[config.mk]
export PLATFORM = sky130hd
export DESIGN_NAME = sctp_data_receive_reorder
export DESIGN_NICKNAME = d
export VERILOG_FILES = /design/src/rtl/sdr_pkg.sv /design/src/rtl/sctp_data_receive_reorder.sv /design/src/rtl/sdr_ctrl.sv /design/src/rtl/sdr_datapath.sv
export SDC_FILE = /design/constraint.sdc
export NUM_CORES = 2
export LEC_CHECK = 0
export ABC_AREA = 1
export BUFFER_PORTS_ARGS = -buffer_cell sky130_fd_sc_hd__buf_2
export CAP_MARGIN = 20
export CORE_UTILIZATION = 50
export DETAILED_ROUTE_END_ITERATION = 8
export PLACE_DENSITY_LB_ADDON = 0.1
export SLEW_MARGIN = 20
export SYNTH_ARGS = -nofsm -noshare
export SYNTH_HDL_FRONTEND = slang
export SYNTH_SLANG_ARGS = --single-unit
[constraint.sdc]
create_clock -name clk -period 7.65 [get_ports clk]
set_input_delay 1.1475 -clock clk [delete_from_list [all_inputs] [get_ports clk]]
set_output_delay 1.1475 -clock clk [all_outputs]
set_load 0.02 [all_outputs]
[src/rtl/sdr_pkg.sv]
// types and constants for the sctp data receive reorder block
// no dependencies
package sdr_pkg;
  localparam int unsigned HdrBytes = 4 + 12;
  localparam logic [15:0] SsnHalf = 16'h8000;
  localparam logic [1:0] RegPeerTsn = 2'd0;
  localparam logic [1:0] RegAckOn = 2'd1;
  localparam logic [1:0] RegMaxPay = 2'd2;
  localparam logic RkDeliver = 1'b0;
  localparam logic RkSack = 1'b1;

  typedef struct packed {
    logic [31:0] chunk_tsn;
    logic [15:0] stream_number;
    logic [15:0] stream_seq;
    logic [31:0] protocol_id;
    logic        unordered_flag;
    logic [15:0] chunk_length;
    logic [15:0] bytes_available;
    logic [15:0] payload_handle;
  } sdr_in_t;

  typedef struct packed {
    logic        result_kind;
    logic [15:0] out_stream;
    logic [31:0] out_protocol_id;
    logic [15:0] out_handle;
    logic [15:0] out_length;
    logic [31:0] cumulative_ack;
    logic        last_result;
  } sdr_out_t;

  typedef enum logic [2:0] {
    ST_IDLE, ST_CHECK, ST_ORDER, ST_SCAN, ST_SACK
  } sdr_state_t;

  // controller to datapath
  typedef struct packed {
    logic load;
    logic advance_ack;
    logic bump_exp;
    logic park;
    logic scan_clr;
    logic scan_step;
    logic take_hit;
    logic emit_cur;
    logic emit_pend;
    logic emit_sack;
    logic emit_last;
  } sdr_cmd_t;

  // datapath to controller
  typedef struct packed {
    logic bad;
    logic dup;
    logic unordered;
    logic in_order;
    logic future;
    logic scan_done;
    logic hit;
    logic out_busy;
  } sdr_stat_t;
endpackage

[src/rtl/sctp_data_receive_reorder.sv]
// SCTP DATA chunk receive path with per-stream ordering. An accepted chunk
// is loaded, then checked: a bad chunk is dropped, a duplicate gets only a
// SACK when tracking is on, and any other chunk is delivered if unordered, or
// parked or dropped as old, followed by its SACK when tracking is on. An
// in-order delivery adds a walk over the pending table, and each parked entry
// drained adds another walk, since every pass restarts at the first entry.
// Results leave through one output register; downstream stall holds the sequencer.
// Depends on sdr_pkg, sdr_ctrl and sdr_datapath.
module sctp_data_receive_reorder import sdr_pkg::*; #(
  parameter int STREAM_COUNT = 16,
  parameter int REORDER_DEPTH = 8
) (
  input  logic        clk,
  input  logic        rst,
  input  logic        in_valid,
  output logic        in_stall,
  input  sdr_in_t     in_data,
  output logic        out_valid,
  input  logic        out_stall,
  output sdr_out_t    out_data,
  input  logic        psel,
  input  logic        penable,
  input  logic        pwrite,
  input  logic [3:0]  paddr,
  input  logic [31:0] pwdata,
  output logic [31:0] prdata,
  output logic        pready
);
  sdr_cmd_t cmd;
  sdr_stat_t st;
  logic ack_on, cfg_we;
  logic [31:0] rd_peer;
  logic [15:0] rd_max;

  assign pready = 1'b1;
  assign cfg_we = psel && penable && pwrite && (paddr[1:0] == 2'b00)
                  && (paddr[3:2] != 2'd3);

  always_comb begin
    unique case (paddr[3:2])
      RegPeerTsn: prdata = rd_peer;
      RegAckOn: prdata = {31'd0, ack_on};
      RegMaxPay: prdata = {16'd0, rd_max};
      default: prdata = '0;
    endcase
  end

  sdr_ctrl u_ctrl (
    .clk(clk), .rst(rst), .in_valid(in_valid), .ack_on(ack_on),
    .st(st), .in_stall(in_stall), .cmd(cmd)
  );

  sdr_datapath #(.STREAM_COUNT(STREAM_COUNT), .REORDER_DEPTH(REORDER_DEPTH)) u_dp (
    .clk(clk), .rst(rst), .in_item(in_data), .cmd(cmd), .cfg_we(cfg_we),
    .cfg_idx(paddr[3:2]), .cfg_data(pwdata), .out_stall(out_stall), .st(st),
    .ack_on(ack_on), .rd_peer(rd_peer), .rd_max(rd_max), .out_valid(out_valid),
    .out_item(out_data)
  );
endmodule

[src/rtl/sdr_ctrl.sv]
// control state machine for the sctp data receive reorder block
// depends on sdr_pkg
module sdr_ctrl import sdr_pkg::*; (
  input  logic      clk,
  input  logic      rst,
  input  logic      in_valid,
  input  logic      ack_on,
  input  sdr_stat_t st,
  output logic      in_stall,
  output sdr_cmd_t  cmd
);
  sdr_state_t state, state_next;
  logic from_table, from_table_next;

  always_ff @(posedge clk) begin
    if (rst) begin
      state <= ST_IDLE;
      from_table <= 1'b0;
    end else begin
      state <= state_next;
      from_table <= from_table_next;
    end
  end

  always_comb begin
    state_next = state;
    from_table_next = from_table;
    cmd = '0;
    in_stall = 1'b1;
    unique case (state)
      ST_IDLE: begin
        in_stall = 1'b0;
        if (in_valid) begin
          cmd.load = 1'b1;
          state_next = ST_CHECK;
        end
      end
      ST_CHECK: begin
        if (st.bad) state_next = ST_IDLE;
        else if (ack_on && st.dup) state_next = ST_SACK;
        else begin
          cmd.advance_ack = ack_on;
          state_next = ST_ORDER;
        end
      end
      ST_ORDER: begin
        if (!st.out_busy) begin
          if (st.unordered) begin
            cmd.emit_cur = 1'b1;
            cmd.emit_last = !ack_on;
            state_next = ack_on ? ST_SACK : ST_IDLE;
          end else if (st.in_order) begin
            // delivery is held until the scan tells whether more follow
            cmd.bump_exp = 1'b1;
            cmd.scan_clr = 1'b1;
            from_table_next = 1'b0;
            state_next = ST_SCAN;
          end else begin
            cmd.park = st.future;
            state_next = ack_on ? ST_SACK : ST_IDLE;
          end
        end
      end
      ST_SCAN: begin
        if (st.hit) begin
          if (!st.out_busy) begin
            cmd.emit_cur = !from_table;
            cmd.emit_pend = from_table;
            cmd.take_hit = 1'b1;
            cmd.bump_exp = 1'b1;
            cmd.scan_clr = 1'b1;
            from_table_next = 1'b1;
          end
        end else if (st.scan_done) begin
          if (!st.out_busy) begin
            cmd.emit_cur = !from_table;
            cmd.emit_pend = from_table;
            cmd.emit_last = !ack_on;
            state_next = ack_on ? ST_SACK : ST_IDLE;
          end
        end else cmd.scan_step = 1'b1;
      end
      ST_SACK: begin
        if (!st.out_busy) begin
          cmd.emit_sack = 1'b1;
          cmd.emit_last = 1'b1;
          state_next = ST_IDLE;
        end
      end
      default: state_next = ST_IDLE;
    endcase
  end
endmodule

[src/rtl/sdr_datapath.sv]
// registers, stream table, pending table and output stage
// depends on sdr_pkg
module sdr_datapath import sdr_pkg::*; #(
  parameter int STREAM_COUNT = 16,
  parameter int REORDER_DEPTH = 8
) (
  input  logic        clk,
  input  logic        rst,
  input  sdr_in_t     in_item,
  input  sdr_cmd_t    cmd,
  input  logic        cfg_we,
  input  logic [1:0]  cfg_idx,
  input  logic [31:0] cfg_data,
  input  logic        out_stall,
  output sdr_stat_t   st,
  output logic        ack_on,
  output logic [31:0] rd_peer,
  output logic [15:0] rd_max,
  output logic        out_valid,
  output sdr_out_t    out_item
);
  localparam int SW = (STREAM_COUNT > 1) ? $clog2(STREAM_COUNT) : 1;
  localparam int PW = (REORDER_DEPTH > 1) ? $clog2(REORDER_DEPTH) : 1;

  logic [31:0] init_tsn, cum_ack;
  logic [15:0] max_pay;
  sdr_in_t     cur;
  logic [15:0] plen;
  logic [15:0] exp_seq [STREAM_COUNT];
  logic [REORDER_DEPTH-1:0] pvalid;
  logic [SW-1:0] p_stream [REORDER_DEPTH];
  logic [15:0] p_seq [REORDER_DEPTH];
  logic [31:0] p_proto [REORDER_DEPTH];
  logic [15:0] p_handle [REORDER_DEPTH];
  logic [15:0] p_len [REORDER_DEPTH];
  logic [PW-1:0] scan_idx, free_idx, hit_idx;
  logic free_found;
  logic [SW-1:0] sid;
  logic [15:0] cur_exp;
  logic [31:0] tsn_diff;
  logic [15:0] ssn_diff;
  logic hit_now;
  logic emit_any;
  sdr_out_t out_build;

  assign sid = cur.stream_number[SW-1:0];
  assign cur_exp = exp_seq[sid];
  assign tsn_diff = cur.chunk_tsn - cum_ack;
  assign ssn_diff = cur.stream_seq - cur_exp;
  assign plen = cur.chunk_length - 16'(HdrBytes);
  assign hit_now = pvalid[scan_idx] && (p_stream[scan_idx] == sid)
                   && (p_seq[scan_idx] == cur_exp);
  assign emit_any = cmd.emit_cur || cmd.emit_pend || cmd.emit_sack;

  always_comb begin
    free_found = 1'b0;
    free_idx = '0;
    for (int i = REORDER_DEPTH - 1; i >= 0; i--) begin
      if (!pvalid[i]) begin
        free_found = 1'b1;
        free_idx = PW'(i);
      end
    end
  end

  always_comb begin
    st = '0;
    st.bad = (cur.bytes_available < 16'(HdrBytes)) || (cur.chunk_length < 16'(HdrBytes))
             || (cur.chunk_length > cur.bytes_available)
             || (32'(cur.stream_number) >= 32'(STREAM_COUNT)) || (plen > max_pay);
    st.dup = (tsn_diff == 32'd0) || tsn_diff[31];
    st.unordered = cur.unordered_flag;
    st.in_order = cur.stream_seq == cur_exp;
    st.future = (ssn_diff < SsnHalf) && free_found;
    st.scan_done = 32'(scan_idx) == 32'(REORDER_DEPTH - 1);
    st.hit = hit_now;
    st.out_busy = out_valid && out_stall;
  end

  always_comb begin
    out_build = '0;
    if (cmd.emit_pend) begin
      out_build.result_kind = RkDeliver;
      out_build.out_stream = 16'(p_stream[hit_idx]);
      out_build.out_protocol_id = p_proto[hit_idx];
      out_build.out_handle = p_handle[hit_idx];
      out_build.out_length = p_len[hit_idx];
    end else if (cmd.emit_sack) begin
      out_build.result_kind = RkSack;
      out_build.cumulative_ack = cum_ack;
    end else begin
      out_build.result_kind = RkDeliver;
      out_build.out_stream = cur.stream_number;
      out_build.out_protocol_id = cur.protocol_id;
      out_build.out_handle = cur.payload_handle;
      out_build.out_length = plen;
    end
    out_build.last_result = cmd.emit_last;
  end

  always_ff @(posedge clk) begin
    if (rst) begin
      init_tsn <= '0;
      cum_ack <= '1;
      ack_on <= 1'b0;
      max_pay <= 16'd1200;
      pvalid <= '0;
      scan_idx <= '0;
      out_valid <= 1'b0;
      for (int i = 0; i < STREAM_COUNT; i++) exp_seq[i] <= '0;
    end else begin
      if (cfg_we) begin
        unique case (cfg_idx)
          RegPeerTsn: begin
            init_tsn <= cfg_data;
            cum_ack <= cfg_data - 32'd1;
          end
          RegAckOn: ack_on <= cfg_data[0];
          RegMaxPay: max_pay <= cfg_data[15:0];
          default: ;
        endcase
      end else if (cmd.advance_ack && tsn_diff == 32'd1) cum_ack <= cur.chunk_tsn;
      if (cmd.bump_exp) exp_seq[sid] <= cur_exp + 16'd1;
      if (cmd.park) pvalid[free_idx] <= 1'b1;
      else if (cmd.take_hit) pvalid[scan_idx] <= 1'b0;
      if (cmd.scan_clr) scan_idx <= '0;
      else if (cmd.scan_step) scan_idx <= scan_idx + PW'(1);
      if (emit_any) out_valid <= 1'b1;
      else if (out_valid && !out_stall) out_valid <= 1'b0;
    end
  end

  always_ff @(posedge clk) begin
    if (cmd.load) cur <= in_item;
    if (cmd.take_hit) hit_idx <= scan_idx;
    if (cmd.park) begin
      p_stream[free_idx] <= sid;
      p_seq[free_idx] <= cur.stream_seq;
      p_proto[free_idx] <= cur.protocol_id;
      p_handle[free_idx] <= cur.payload_handle;
      p_len[free_idx] <= plen;
    end
    if (emit_any) out_item <= out_build;
  end

  assign rd_peer = init_tsn;
  assign rd_max = max_pay;
endmodule

==> metrics.cfg <==
[pwr]
p_leak_nw=24.6
p_per_area_nw_per_um2=244
peakVddDrop_mv=0.218

[synth]
seq_area_frac_synth_pct=66.5
avgSynthCellArea_um2=10.7
yosys_warnings=0
synth_top_family_by_area=simple AND/OR/NAND/NOR gates
synth_cells=5320
netlist-cell-type-count=48
synth_compound_area_share_pct=10.2
synth_area_um2=57000
synth-adder-area-share_pct=1.86
synth_edf_count=1190
synthSimpleGateAreaFrac_pct=15.6
syn_nets=5592
async_flop_share_pct=0
synth-xor-area-share_pct=0.661
synth-seq-cells=1297
synthFlopType=edfxtp_1
synth_mux_area_share_pct=0

[setup_path]
criticalPathCategory=flop to flop
cp.buffers_inverters=4
required_ns=8.02
cp.arrival_ns=6.52
worstPathMaxFanout=70
start_kind=flop
critPathMaxStageDelay_ns=0.93
path_cells=buf_4, clkinv_1, nand3_1, nand3_1, nand2_1, inv_1, ha_1, nand2_1, o21ai_0, nand4_1, o211a_1, o21ai_0, xor2_1, nor3_1, nand2_1, nor2_4, buf_12
crit_path_end_kind=flop
timing.critical_path.mode_cell=nand2_1
critPathSlowestCell=clkinv_1
r2r_slack_ns=1.50
crit_family=simple AND/OR/NAND/NOR gates

[place]
pre_cts_slack_ns=1.71
gp_congestion=0.929
hpwl_um=98700
io_buffers=335

[sta]
rsz0062_at_grt=no
worst_slew_pin_slew_ns=1.21
period_minus_slack_ns=6.15
setup_viol=0
hold_viol=0
holdWs_ns=0.434
fin_ws_ns=1.50
finClkSkew_ns=0.0269
slew_violations=0
fin_crit_sh_pct=80.4
slew_headroom_pct=19.0
fmax_ghz=0.163
fin_tns_setup_ns=0

[die]
die_x_um=340
die_area_um2=115000
coreArea_um2=113000
rows=123
ios=337
start_util_pct=50.5
die_height_um=340

[cts]
clockRootBuffer=clkbuf_16
cts.path.max_buffers=3
cts_resized=0
cts-buffers-inserted=139
hold_buffers=0
cts_max_level=4
numClockSinks=1297
cts_tree=built
cts_setup_buffers=0
clk_latency_ns=0.76
worst_setup_hold_path_clk_slew_ns=0.06

[route]
vias=40600
ant_nets=0
drt_iter0_drc=3962
drc=0
wirelength_um=160000
via_per_inst=5.66
wire_per_inst_um=22.3
dr.pass1.iters=8

[cells_and_area]
num-nets-final=5838
utilization_pct=57.2
area_growth_pct=13.3
fillers=9642
drive_above_1_share_pct=11.9

[global_routing]
grt_max_degree=137
gr-usage-all-layers_pct=27.2
antenna_found_initial=4
grt_pass1_wl_um=238000
grt_overflow=0
grt_pass1_vias=38500

[hold_path]
hold_class=flop to flop

[run]
drv_cap=0

[run_status]
status=finished clean

==> per-stage QoR <==
step,power (mW),cells,area [um^2]
after floorplan,8.74,5320,57000
after global placement,9.27,6925,60100
after detailed placement,9.28,6925,60100
after CTS,15.8,7173,64600
after global routing,16.2,7174,64600
final,15.8,7174,64600
==> cells in the final DEF, fill, tap and decap left out, types with 4 or more instances in the layout <==
master | netlist | routed
o21ai_0 | 637 | 629
clkinv_1 | 6 | 33
clkbuf_1 | 213 | 37
xor2_1 | 37 | 37
nand4_1 | 32 | 32
edfxtp_1 | 1190 | 1190
buf_2 | 50 | 335
o21ai_1 | 51 | 59
a31oi_1 | 11 | 11
ha_1 | 83 | 83
buf_4 | 10 | 66
o221ai_1 | 71 | 71
nor3_2 | 35 | 35
o211ai_1 | 47 | 47
nand4_2 | 8 | 8
nor2_1 | 902 | 893
nor2_4 | 0 | 9
bufinv_16 | 0 | 10
clkinv_8 | 0 | 4
nand3_1 | 296 | 295
clkbuf_16 | 0 | 145
buf_12 | 0 | 10
dfxtp_1 | 107 | 103
inv_6 | 0 | 7
clkinv_2 | 0 | 14
nand2_2 | 5 | 6
o22ai_1 | 107 | 107
a21oi_1 | 110 | 110
nand2_1 | 673 | 672
nor3_1 | 119 | 119
inv_1 | 428 | 421
and2_1 | 6 | 6
xnor2_1 | 6 | 5
nor4_1 | 16 | 16
==> synthesized netlist by cell type, types with 2 or more instances <==
| cell | number | share of area (%) |
|---|---|---|
| buf_6 | 6 | 0.12 |
| nand3_1 | 296 | 2.6 |
| buf_2 | 50 | 0.44 |
| o21bai_1 | 2 | 0.026 |
| o22ai_1 | 107 | 1.2 |
| inv_1 | 428 | 2.8 |
| inv_2 | 3 | 0.020 |
| nand3b_1 | 3 | 0.040 |
| nand2_2 | 5 | 0.055 |
| buf_1 | 27 | 0.18 |
| xnor2_1 | 6 | 0.092 |
| clkinv_1 | 6 | 0.040 |
| ha_1 | 83 | 1.8 |
| nor3b_1 | 2 | 0.026 |
| o21ai_0 | 637 | 5.6 |
| o21a_1 | 3 | 0.040 |
| dfxtp_1 | 107 | 3.8 |
| xor2_1 | 37 | 0.57 |
| nor4_1 | 16 | 0.18 |
| edfxtp_1 | 1190 | 63 |
| nand4_2 | 8 | 0.18 |
| o21ai_1 | 51 | 0.45 |
| buf_4 | 10 | 0.13 |
| o221ai_1 | 71 | 1.1 |
| nand4_1 | 32 | 0.35 |
| o31ai_1 | 3 | 0.040 |
| a31oi_1 | 11 | 0.12 |
| a21oi_1 | 110 | 0.97 |
| o211ai_1 | 47 | 0.62 |
| or2_2 | 3 | 0.033 |
| nand2_1 | 673 | 4.4 |
| nor2_1 | 902 | 5.9 |
| and2_1 | 6 | 0.066 |
| nor3_1 | 119 | 1.0 |
| clkbuf_1 | 213 | 1.4 |
| nor3_2 | 35 | 0.61 |
==> power by group <==
group | switching, mW | internal (mW) | leakage [nW] | total, mW
Combinational | 0.866 | 0.289 | 10.4 | 1.16
Sequential | 0.134 | 7.86 | 12.1 | 8.00
Clock | 2.75 | 3.85 | 2.17 | 6.60
Total | 3.75 | 12.0 | 24.6 | 15.8
==> cell families after synthesis <==
kind of cell	Yosys count
AOI/OAI and AO/OA	1047
xor gates and xnor gates	43
adders and majority gates	84
buffers and inverters	744
DFF	1297
other	1
and+or+nand+nor	2104
==> worst reg2reg max path, stage by stage (launching register included) <==
cell and delay (ns):
dfxtp_1 0.30, buf_4 0.37, clkinv_1 0.95, nand3_1 0.55
nand3_1 0.16, nand2_1 0.29, inv_1 0.08, ha_1 0.30
nand2_1 0.08, o21ai_0 0.15, nand4_1 0.09, o211a_1 0.13
o21ai_0 0.34, xor2_1 0.11, nor3_1 0.36, nand2_1 0.35
nor2_4 0.57, buf_12 0.51
==> cell type report <==
cell class	count	area, um^2	share of cell area, %
clock buffers	185	3810	5.90
diodes	1	2.50	0.00388
well taps	1500	1880	2.91
repair buffers	411	2370	3.67
flip-flops and latches	1297	37900	58.7
multi-input cells	3279	16300	25.2
clock inverters	63	677	1.05
inverters	438	1670	2.58
==> layer usage <==
metal	wire length [um]	global-route usage, %	vias up
met5	14	0	-
met4	5400	9.90	2
met3	10200	3.32	282
met2	76700	44.7	1502
met1	67400	37.3	19700
li1	-	-	19100
==> worst paths after layout <==
check | end | cells after the start | startpoint
setup / recovery | u_dp.p_handle[5][14]$_DFFE_PP_ | 17 | flop
hold / removal | flop | 2 | u_dp.hit_idx[2]$_DFFE_PP_
setup reg to reg | u_dp.p_handle[5][14]$_DFFE_PP_ | 17 | flop
hold reg to reg | flop | 2 | u_dp.hit_idx[2]$_DFFE_PP_
==> flip-flops by register name, summed over array words and instances (netlist names), 3 cells and up, named ones only <==
signal / count
u_dp.exp_seq: 256
u_dp.p_proto: 256
u_dp.cur: 144
u_dp.p_handle: 128
u_dp.p_len: 128
u_dp.p_seq: 128
u_dp.out_item: 114
u_dp.cum_ack: 32
u_dp.p_stream: 32
u_dp.rd_peer: 32
u_dp.rd_max: 16
u_dp.pvalid: 8
u_ctrl.state: 3
u_dp.hit_idx: 3
u_dp.scan_idx: 3
No activity file was read; power rests on OpenSTA's default activity.
